===== src/hdl/xed_pkg.sv =====
`timescale 1ns / 1ps
`default_nettype none
// ----------------------------------------------------------------------------
// xed_pkg: shared types and constants of the xml entity decoder
// Match-state codes, the request bundle that passes from the match stage to
// the output serializer, and the prefix text tables.
// ----------------------------------------------------------------------------
package xed_pkg;

   // character codes
   localparam logic [7:0] CH_AMP  = 8'h26;  // &
   localparam logic [7:0] CH_APOS = 8'h27;  // '
   localparam logic [7:0] CH_QUOT = 8'h22;  // "
   localparam logic [7:0] CH_SEMI = 8'h3B;  // ;
   localparam logic [7:0] CH_A    = 8'h61;
   localparam logic [7:0] CH_M    = 8'h6D;
   localparam logic [7:0] CH_P    = 8'h70;
   localparam logic [7:0] CH_O    = 8'h6F;
   localparam logic [7:0] CH_S    = 8'h73;
   localparam logic [7:0] CH_Q    = 8'h71;
   localparam logic [7:0] CH_U    = 8'h75;
   localparam logic [7:0] CH_T    = 8'h74;

   // matched prefix so far
   typedef enum logic [3:0] {
      ST_IDLE  = 4'd0,   // no partial match
      ST_AMP   = 4'd1,   // "&"
      ST_A     = 4'd2,   // "&a"
      ST_AM    = 4'd3,   // "&am"
      ST_AMPP  = 4'd4,   // "&amp"
      ST_AP    = 4'd5,   // "&ap"
      ST_APO   = 4'd6,   // "&apo"
      ST_APOS  = 4'd7,   // "&apos"
      ST_Q     = 4'd8,   // "&q"
      ST_QU    = 4'd9,   // "&qu"
      ST_QUO   = 4'd10,  // "&quo"
      ST_QUOT  = 4'd11   // "&quot"
   } match_state_type;

   // results of one request: optional prefix text, then an optional byte
   typedef struct packed {
      match_state_type pfx;       // prefix to replay, idle for none
      logic            has_byte;  // one more byte after the prefix
      logic [7:0]      data;      // that byte
      logic            last;      // request closed the string
      logic            load;      // at least one result
   } bundle_type;

   // length of the prefix text of a state
   function automatic logic [2:0] pfx_len(input match_state_type st);
      logic [2:0] len;
      unique case (st)
         ST_AMP:                    len = 3'd1;
         ST_A, ST_Q:                len = 3'd2;
         ST_AM, ST_AP, ST_QU:       len = 3'd3;
         ST_AMPP, ST_APO, ST_QUO:   len = 3'd4;
         ST_APOS, ST_QUOT:          len = 3'd5;
         default:                   len = 3'd0;
      endcase
      return len;
   endfunction

   // character at position idx of the prefix text of a state
   function automatic logic [7:0] pfx_char(input match_state_type st,
                                           input logic [2:0] idx);
      logic [39:0] txt;
      logic [7:0]  ch;
      unique case (st)
         ST_AMP:  txt = {CH_AMP, 32'h0};
         ST_A:    txt = {CH_AMP, CH_A, 24'h0};
         ST_AM:   txt = {CH_AMP, CH_A, CH_M, 16'h0};
         ST_AMPP: txt = {CH_AMP, CH_A, CH_M, CH_P, 8'h0};
         ST_AP:   txt = {CH_AMP, CH_A, CH_P, 16'h0};
         ST_APO:  txt = {CH_AMP, CH_A, CH_P, CH_O, 8'h0};
         ST_APOS: txt = {CH_AMP, CH_A, CH_P, CH_O, CH_S};
         ST_Q:    txt = {CH_AMP, CH_Q, 24'h0};
         ST_QU:   txt = {CH_AMP, CH_Q, CH_U, 16'h0};
         ST_QUO:  txt = {CH_AMP, CH_Q, CH_U, CH_O, 8'h0};
         ST_QUOT: txt = {CH_AMP, CH_Q, CH_U, CH_O, CH_T};
         default: txt = 40'h0;
      endcase
      unique case (idx)
         3'd0:    ch = txt[39:32];
         3'd1:    ch = txt[31:24];
         3'd2:    ch = txt[23:16];
         3'd3:    ch = txt[15:8];
         3'd4:    ch = txt[7:0];
         default: ch = 8'h00;
      endcase
      return ch;
   endfunction

endpackage
`default_nettype wire


===== src/hdl/xml_entity_decoder.sv =====
`timescale 1ns / 1ps
`default_nettype none
// ----------------------------------------------------------------------------
// xml_entity_decoder: streaming decoder for &amp; &apos; and &quot;
// Takes a string one byte per request and gives the decoded bytes.
// ----------------------------------------------------------------------------
// Usage:
//  - request channel req_valid/req_ready carries req_byte and req_last; set
//    req_last on the final byte of each string
//  - response channel rsp_valid/rsp_ready carries rsp_byte, rsp_run_end on
//    the last result caused by one request, rsp_string_end on the last
//    result of a string
//  - a request extending a partial entity match gives no result unless it
//    ends the string; a failed match replays the held prefix text, up to six
//    results in all
//  - a request passes the request register, then the result register
//  - throughput: one request per cycle while the receiver is ready and each
//    gives at most one result; more results keep the single output register busy
//  - a stalled receiver keeps the result register full; one more request
//    waits in the request register, then req_ready drops
//  - reset clears both registers and returns the matcher to no match
// ----------------------------------------------------------------------------
module xml_entity_decoder (
   input  wire logic       clock,
   input  wire logic       reset,
   input  wire logic       req_valid,
   output logic            req_ready,
   input  wire logic [7:0] req_byte,
   input  wire logic       req_last,
   output logic            rsp_valid,
   input  wire logic       rsp_ready,
   output logic [7:0]      rsp_byte,
   output logic            rsp_run_end,
   output logic            rsp_string_end
);
   import xed_pkg::*;

   logic            emit_ready;
   logic            bundle_valid;
   bundle_type      bundle;
   match_state_type match_state;

   // prefix matcher
   xed_match u_match (
      .clock        (clock),
      .reset        (reset),
      .req_valid    (req_valid),
      .req_ready    (req_ready),
      .req_byte     (req_byte),
      .req_last     (req_last),
      .emit_ready   (emit_ready),
      .bundle_valid (bundle_valid),
      .bundle       (bundle),
      .match_state  (match_state)
   );

   // output serializer
   xed_emit u_emit (
      .clock          (clock),
      .reset          (reset),
      .bundle_valid   (bundle_valid),
      .bundle         (bundle),
      .emit_ready     (emit_ready),
      .rsp_valid      (rsp_valid),
      .rsp_ready      (rsp_ready),
      .rsp_byte       (rsp_byte),
      .rsp_run_end    (rsp_run_end),
      .rsp_string_end (rsp_string_end)
   );

   // a request ending the string always yields results
   a_last_loads: assert property (@(posedge clock) disable iff (reset)
      bundle_valid && bundle.last |-> bundle.load)
      else $error("string end request without results");

   // matcher returns to idle after the string ends
   a_last_idle: assert property (@(posedge clock) disable iff (reset)
      bundle_valid && emit_ready && bundle.last |=> match_state == ST_IDLE)
      else $error("match state not cleared at string end");

   // an empty serializer never blocks the matcher
   a_empty_ready: assert property (@(posedge clock) disable iff (reset)
      !rsp_valid |-> emit_ready)
      else $error("serializer empty but not ready");

   // string end only on the last result of a request
   a_string_end: assert property (@(posedge clock) disable iff (reset)
      rsp_valid && rsp_string_end |-> rsp_run_end)
      else $error("string end without run end");

endmodule
`default_nettype wire


===== src/hdl/xed_match.sv =====
`timescale 1ns / 1ps
`default_nettype none
// ----------------------------------------------------------------------------
// xed_match: request register and entity prefix matcher
// Holds one request and the match state, and turns the request into a
// bundle of results for the output serializer.
// ----------------------------------------------------------------------------
module xed_match (
   input  wire logic                     clock,
   input  wire logic                     reset,
   input  wire logic                     req_valid,
   output logic                          req_ready,
   input  wire logic [7:0]               req_byte,
   input  wire logic                     req_last,
   input  wire logic                     emit_ready,
   output logic                          bundle_valid,
   output xed_pkg::bundle_type           bundle,
   output xed_pkg::match_state_type      match_state
);
   import xed_pkg::*;

   logic            in_valid_ff;
   logic [7:0]      in_byte_ff;
   logic            in_last_ff;
   match_state_type state_ff;
   match_state_type state_in;

   logic            advance;
   match_state_type ext_state;
   logic            ext_done;
   logic [7:0]      done_char;
   logic            ext_cont;
   logic            is_amp;

   // request register, refilled when empty or whenever its content moves on
   assign advance   = in_valid_ff & emit_ready;
   assign req_ready = ~in_valid_ff | advance;

   always_ff @(posedge clock) begin
      if (reset) begin
         in_valid_ff <= 1'b0;
      end else if (req_ready) begin
         in_valid_ff <= req_valid;
      end
   end

   always_ff @(posedge clock) begin
      if (req_valid && req_ready) begin
         in_byte_ff <= req_byte;
         in_last_ff <= req_last;
      end
   end

   always_ff @(posedge clock) begin
      if (reset) begin
         state_ff <= ST_IDLE;
      end else if (advance) begin
         state_ff <= state_in;
      end
   end

   // does the byte extend or complete the current prefix
   always_comb begin
      ext_state = ST_IDLE;
      ext_done  = 1'b0;
      done_char = CH_AMP;
      unique case (state_ff)
         ST_AMP: begin
            if (in_byte_ff == CH_A) ext_state = ST_A;
            else if (in_byte_ff == CH_Q) ext_state = ST_Q;
         end
         ST_A: begin
            if (in_byte_ff == CH_M) ext_state = ST_AM;
            else if (in_byte_ff == CH_P) ext_state = ST_AP;
         end
         ST_AM:  if (in_byte_ff == CH_P) ext_state = ST_AMPP;
         ST_AP:  if (in_byte_ff == CH_O) ext_state = ST_APO;
         ST_APO: if (in_byte_ff == CH_S) ext_state = ST_APOS;
         ST_Q:   if (in_byte_ff == CH_U) ext_state = ST_QU;
         ST_QU:  if (in_byte_ff == CH_O) ext_state = ST_QUO;
         ST_QUO: if (in_byte_ff == CH_T) ext_state = ST_QUOT;
         ST_AMPP: begin
            ext_done  = (in_byte_ff == CH_SEMI);
            done_char = CH_AMP;
         end
         ST_APOS: begin
            ext_done  = (in_byte_ff == CH_SEMI);
            done_char = CH_APOS;
         end
         ST_QUOT: begin
            ext_done  = (in_byte_ff == CH_SEMI);
            done_char = CH_QUOT;
         end
         default: ;
      endcase
   end

   assign ext_cont = (ext_state != ST_IDLE);
   // an ampersand opens a new match unless the string ends here
   assign is_amp   = (in_byte_ff == CH_AMP) & ~in_last_ff;

   // next match state
   always_comb begin
      state_in = ST_IDLE;
      priority if (state_ff == ST_IDLE) begin
         if (is_amp) state_in = ST_AMP;
      end else if (ext_done) begin
         state_in = ST_IDLE;
      end else if (ext_cont) begin
         state_in = ext_state;
      end else begin
         if (is_amp) state_in = ST_AMP;
      end
      if (in_last_ff) state_in = ST_IDLE;
   end

   // results of this request
   always_comb begin
      bundle          = '0;
      bundle.pfx      = ST_IDLE;
      bundle.data     = in_byte_ff;
      bundle.last     = in_last_ff;
      priority if (state_ff == ST_IDLE) begin
         bundle.has_byte = ~is_amp;
      end else if (ext_done) begin
         bundle.has_byte = 1'b1;
         bundle.data     = done_char;
      end else if (ext_cont) begin
         if (in_last_ff) bundle.pfx = ext_state;
      end else begin
         bundle.pfx      = state_ff;
         bundle.has_byte = ~is_amp;
      end
      bundle.load = (bundle.pfx != ST_IDLE) | bundle.has_byte;
   end

   assign bundle_valid = in_valid_ff;
   assign match_state  = state_ff;

endmodule
`default_nettype wire


===== src/hdl/xed_emit.sv =====
`timescale 1ns / 1ps
`default_nettype none
// ----------------------------------------------------------------------------
// xed_emit: result register and output serializer
// Holds one bundle and sends its prefix bytes and final byte one result per
// cycle while rsp_ready holds, flagging the last result of request and string.
// ----------------------------------------------------------------------------
module xed_emit (
   input  wire logic                clock,
   input  wire logic                reset,
   input  wire logic                bundle_valid,
   input  wire xed_pkg::bundle_type bundle,
   output logic                     emit_ready,
   output logic                     rsp_valid,
   input  wire logic                rsp_ready,
   output logic [7:0]               rsp_byte,
   output logic                     rsp_run_end,
   output logic                     rsp_string_end
);
   import xed_pkg::*;

   logic       valid_ff;
   logic       valid_in;
   logic [2:0] idx_ff;
   logic [2:0] idx_in;
   bundle_type buf_ff;

   logic [2:0] pre_len;
   logic [2:0] count;
   logic       run_end;
   logic       load;

   // position within the held bundle
   assign pre_len = pfx_len(buf_ff.pfx);
   assign count   = pre_len + {2'b00, buf_ff.has_byte};
   assign run_end = (idx_ff == (count - 3'd1));

   assign emit_ready = ~valid_ff | (rsp_ready & run_end);
   assign load       = bundle_valid & emit_ready & bundle.load;

   // serializer control
   always_comb begin
      valid_in = valid_ff;
      idx_in   = idx_ff;
      priority if (load) begin
         valid_in = 1'b1;
         idx_in   = 3'd0;
      end else if (valid_ff && rsp_ready) begin
         if (run_end) valid_in = 1'b0;
         idx_in = idx_ff + 3'd1;
      end else begin
         // hold the current position
         valid_in = valid_ff;
         idx_in   = idx_ff;
      end
   end

   always_ff @(posedge clock) begin
      if (reset) begin
         valid_ff <= 1'b0;
         idx_ff   <= 3'd0;
      end else begin
         valid_ff <= valid_in;
         idx_ff   <= idx_in;
      end
   end

   always_ff @(posedge clock) begin
      if (load) begin
         buf_ff <= bundle;
      end
   end

   // result fields
   assign rsp_valid      = valid_ff;
   assign rsp_byte       = (idx_ff < pre_len) ? pfx_char(buf_ff.pfx, idx_ff) : buf_ff.data;
   assign rsp_run_end    = run_end;
   assign rsp_string_end = run_end & buf_ff.last;

endmodule
`default_nettype wire


===== config.mk =====
export PLATFORM = sky130hd
export DESIGN_NAME = xml_entity_decoder
export DESIGN_NICKNAME = d
export VERILOG_FILES = /design/src/hdl/xed_pkg.sv /design/src/hdl/xml_entity_decoder.sv /design/src/hdl/xed_match.sv /design/src/hdl/xed_emit.sv
export SDC_FILE = /design/constraint.sdc
export NUM_CORES = 1
export LEC_CHECK = 0
export BUFFER_PORTS_ARGS = -buffer_cell sky130_fd_sc_hd__buf_2
export CAP_MARGIN = 20
export CORE_MARGIN = 4
export CORE_UTILIZATION = 60
export CTS_BUF_LIST = sky130_fd_sc_hd__clkbuf_16
export CTS_CLUSTER_SIZE = 12
export DETAILED_ROUTE_END_ITERATION = 10
export PLACE_DENSITY = 0.81
export SETUP_SLACK_MARGIN = 0.3
export SLEW_MARGIN = 20
export SYNTH_ARGS = -nofsm -noshare
export SYNTH_HDL_FRONTEND = slang
export SYNTH_SLANG_ARGS = --single-unit

===== constraint.sdc =====
create_clock -name clock -period 3.9 [get_ports clock]
set_input_delay 0.39 -clock clock [delete_from_list [all_inputs] [get_ports clock]]
set_output_delay 0.39 -clock clock [all_outputs]
set_load 0.05 [all_outputs]

==> results.md <==
* CTS tree: yes
* Total wire length at roughly 6.5 mm
* Hpwl dp at around 4.9 mm
* WL/cell at approximately 16 microns
* CP max FO at 9
* Slew Viols, Final at 0
* Max Buffers Root-to-Sink at 2
* CORE AREA at between 4000 and 5000 sq um
* RSZ-0062 raised after global routing: no
* Num rows at 25
* Worst setup EP type: flop
* ANT nets after route at 0
* Vias at 2409
* Worst setup SP type: flop
* Flop-to-flop setup slack at between 0.7 and 0.8 ns
* Critical-path top delay cell: a2111oi_0
* Vias per cell at between 6 and 7
* Placed cell areas at 3102 sq um
* Die H at 78.58 microns
* Leading area contributor after synthesis: edfxtp_1
* Synth-to-Final Area Change at 10.09%
* Number of primary I/O pins at 25
* VDD IR-drop max at about 0.00024 V
* Post-synth cell types at 79
* Initial antenna violation count at 0
* Post-synth EDFFs at 23
* Data required, critical path at approximately 4.1 ns
* Port bufs at 24
* P_leak at ~1.3 nW
* Kind of critical path: reg2reg
* Post-synthesis area per instance at roughly 9.5 sq um
* Max_slew headroom at 0.4946
* Run status: finished, final reports clean
* CTS root buf: clkbuf_16
* Least-Margin Pin Slew at roughly 0.74 ns
* Worst skew pair latency at 0.28 ns
* Synth area leaders: edfxtp_1, dfxtp_1, ha_1
* Antenna diode count at 0
* Fmax at approximately 0.32 GHz
* 1st-pass router iterations at 6
* Pwr dens at 390.1 nW/um^2
* Ratio of cells with drive above 1 in the final layout at 0.1818
* TritonCTS Sinks at between 40 and 50
* Final setup viols at 0
* CTS Buf Count at 5
* First-pass GRT wire length at 10.68 mm
* Fin crit share at 0.7972
* Post-CTS Repair Setup Buffers at 0
* Die Area at 6175 sq um
* Seq/Total Area, Yosys at 0.3918
* Hold bufs inserted after CTS at 0
* Setup TNS at 0 ns
* Max_cap viols at 0
* Synth Cell Area at about 3000 sq um
* Vias in the first global route at 2224
* Critical-path cell list: or3_1 > a2111oi_0 > nor2_1 > a221oi_2 > nand3_1 > and2_4 > or3b_1 > a21oi_2
* Final GP Congestion at 1.039
* First-iteration detailed-routing DRC count at ~240
* WP data arrival at between 3 and 4 ns
* Clk slew on worst S/H paths at roughly 0.06 ns
* Initial Util at 0.6246
* Hold Path Class: in2reg
* Width of the die at around 80 microns
* Post-synth top area share at 0.2311
* Final Skew at 0.005817 ns
* YS warnings at 0
* Drt drc at 0
* #FFs+latches synth at 47
* Total gr overflow at 0
* Net Count, Synth at ~340
* Final std cells w/o fill at 397
* Placed Instances at about 390
* Async SR Flop Fraction at 0
* Post-Synthesis Cells at approximately 320
* Fin. Hold Viols at 0
* Gates resized, CTS repair at 0
* Minimum clock period at roughly 3.1 ns
* Largest net degree at the start of global routing at 17
* H-tree levels at 2
* Layout Nets at roughly 350
* Design area at about 3300 sq um
* Final Util at 0.6876
* Ys flop type: dfxtp_1
* Max stage delay on crit path at 0.70 ns
* Total track usage at 0.2205
## metal layers
layer	up-vias	track usage	share of wire
li1	1194	-	-
met3	21	0.03555	0.069
met1	1094	0.2930	0.44
met5	-	0	0
met4	0	0.09441	0.031
met2	100	0.3548	0.46
## cell usage in the layout (no fill, tap or decap), drive strengths merged, types with 7 or more instances in the layout
master,instances
nor2b,9
nand2,24
dfxtp,24
inv,23
a21oi,16
and2,8
buf,27
o21ai,12
nand4,10
edfxtp,23
nor3,7
nor2,25
ha,9
nand3,17
## cell families after synthesis
| family | share of synthesized area |
|---|---|
| mux | 0.01507 |
| xor+xnor | 0.02261 |
| fa+ha+maj | 0.03767 |
| compound gates | 0.2173 |
| simple gates | 0.2499 |
| flops | 0.3918 |
| buf+inv | 0.06572 |
## stage by stage
step | total power, mW | setup slack (ns) | hold WS (ns)
after detailed placement | 0.7614 | 0.8363 | 0.5003
after global routing | 1.336 | 0.5810 | 0.2724
after CTS | 1.293 | 0.8313 | 0.2738
final | 1.284 | 0.7910 | 0.2779
after floorplan | 0.7180 | 0.4469 | 0.4244
after global placement | 0.7577 | 0.9167 | 0.4958
## worst paths after layout
check        depth (start not counted)                                 to                              start
max                                  8                               flop    u_match.in_byte_ff[0]$_DFFE_PP_
min                                  1    u_match.in_byte_ff[2]$_DFFE_PP_                        req_byte[2]
max reg2reg                          8                               flop    u_match.in_byte_ff[0]$_DFFE_PP_
min reg2reg                          2  u_match.bundle_valid$_SDFFE_PP0N_  u_match.bundle_valid$_SDFFE_PP0N_
## worst max-delay path: cells and delay by family (launching register included)
family          cells  cell delay, ns
compound gates      3            1.17
flops               1            0.54
simple gates        5            1.33
## cells in the mapped netlist (3+ instances only)
| library cell | count |
|---|---|
| clkbuf_1 | 8 |
| o41ai_1 | 3 |
| a22oi_1 | 5 |
| xnor2_1 | 3 |
| nand3_1 | 17 |
| ha_1 | 9 |
| and2_1 | 7 |
| dfxtp_1 | 24 |
| buf_6 | 3 |
| edfxtp_1 | 23 |
| nor2b_1 | 8 |
| a22o_1 | 5 |
| nor3_1 | 7 |
| nand2_1 | 24 |
| nor4_1 | 3 |
| a21oi_1 | 14 |
| and4b_1 | 4 |
| nor2_1 | 24 |
| nand2b_1 | 3 |
| o211ai_1 | 4 |
| inv_1 | 21 |
| o21ai_0 | 8 |
| a31oi_1 | 4 |
| buf_2 | 7 |
| nand4_1 | 10 |
## final cells by class
type                            count  area [sq um]
Multi-Input combinational cell    226          1622
Fill cell                         380          1495
Sequential cell                    47          1171
Timing Repair Buffer               27         142.6
Clock buffer                        5         125.1
Tap cell                           67         83.83
Inverter                           22         82.58
Clock inverter                      3         63.81
## report_power, final
part	internal (mW)	switching [mW]
Combinational	0.0580	0.126
Clock	0.364	0.167
Sequential	0.545	0.0229
Total	0.968	0.316
Note: power is estimated with default switching activity, not from simulation.
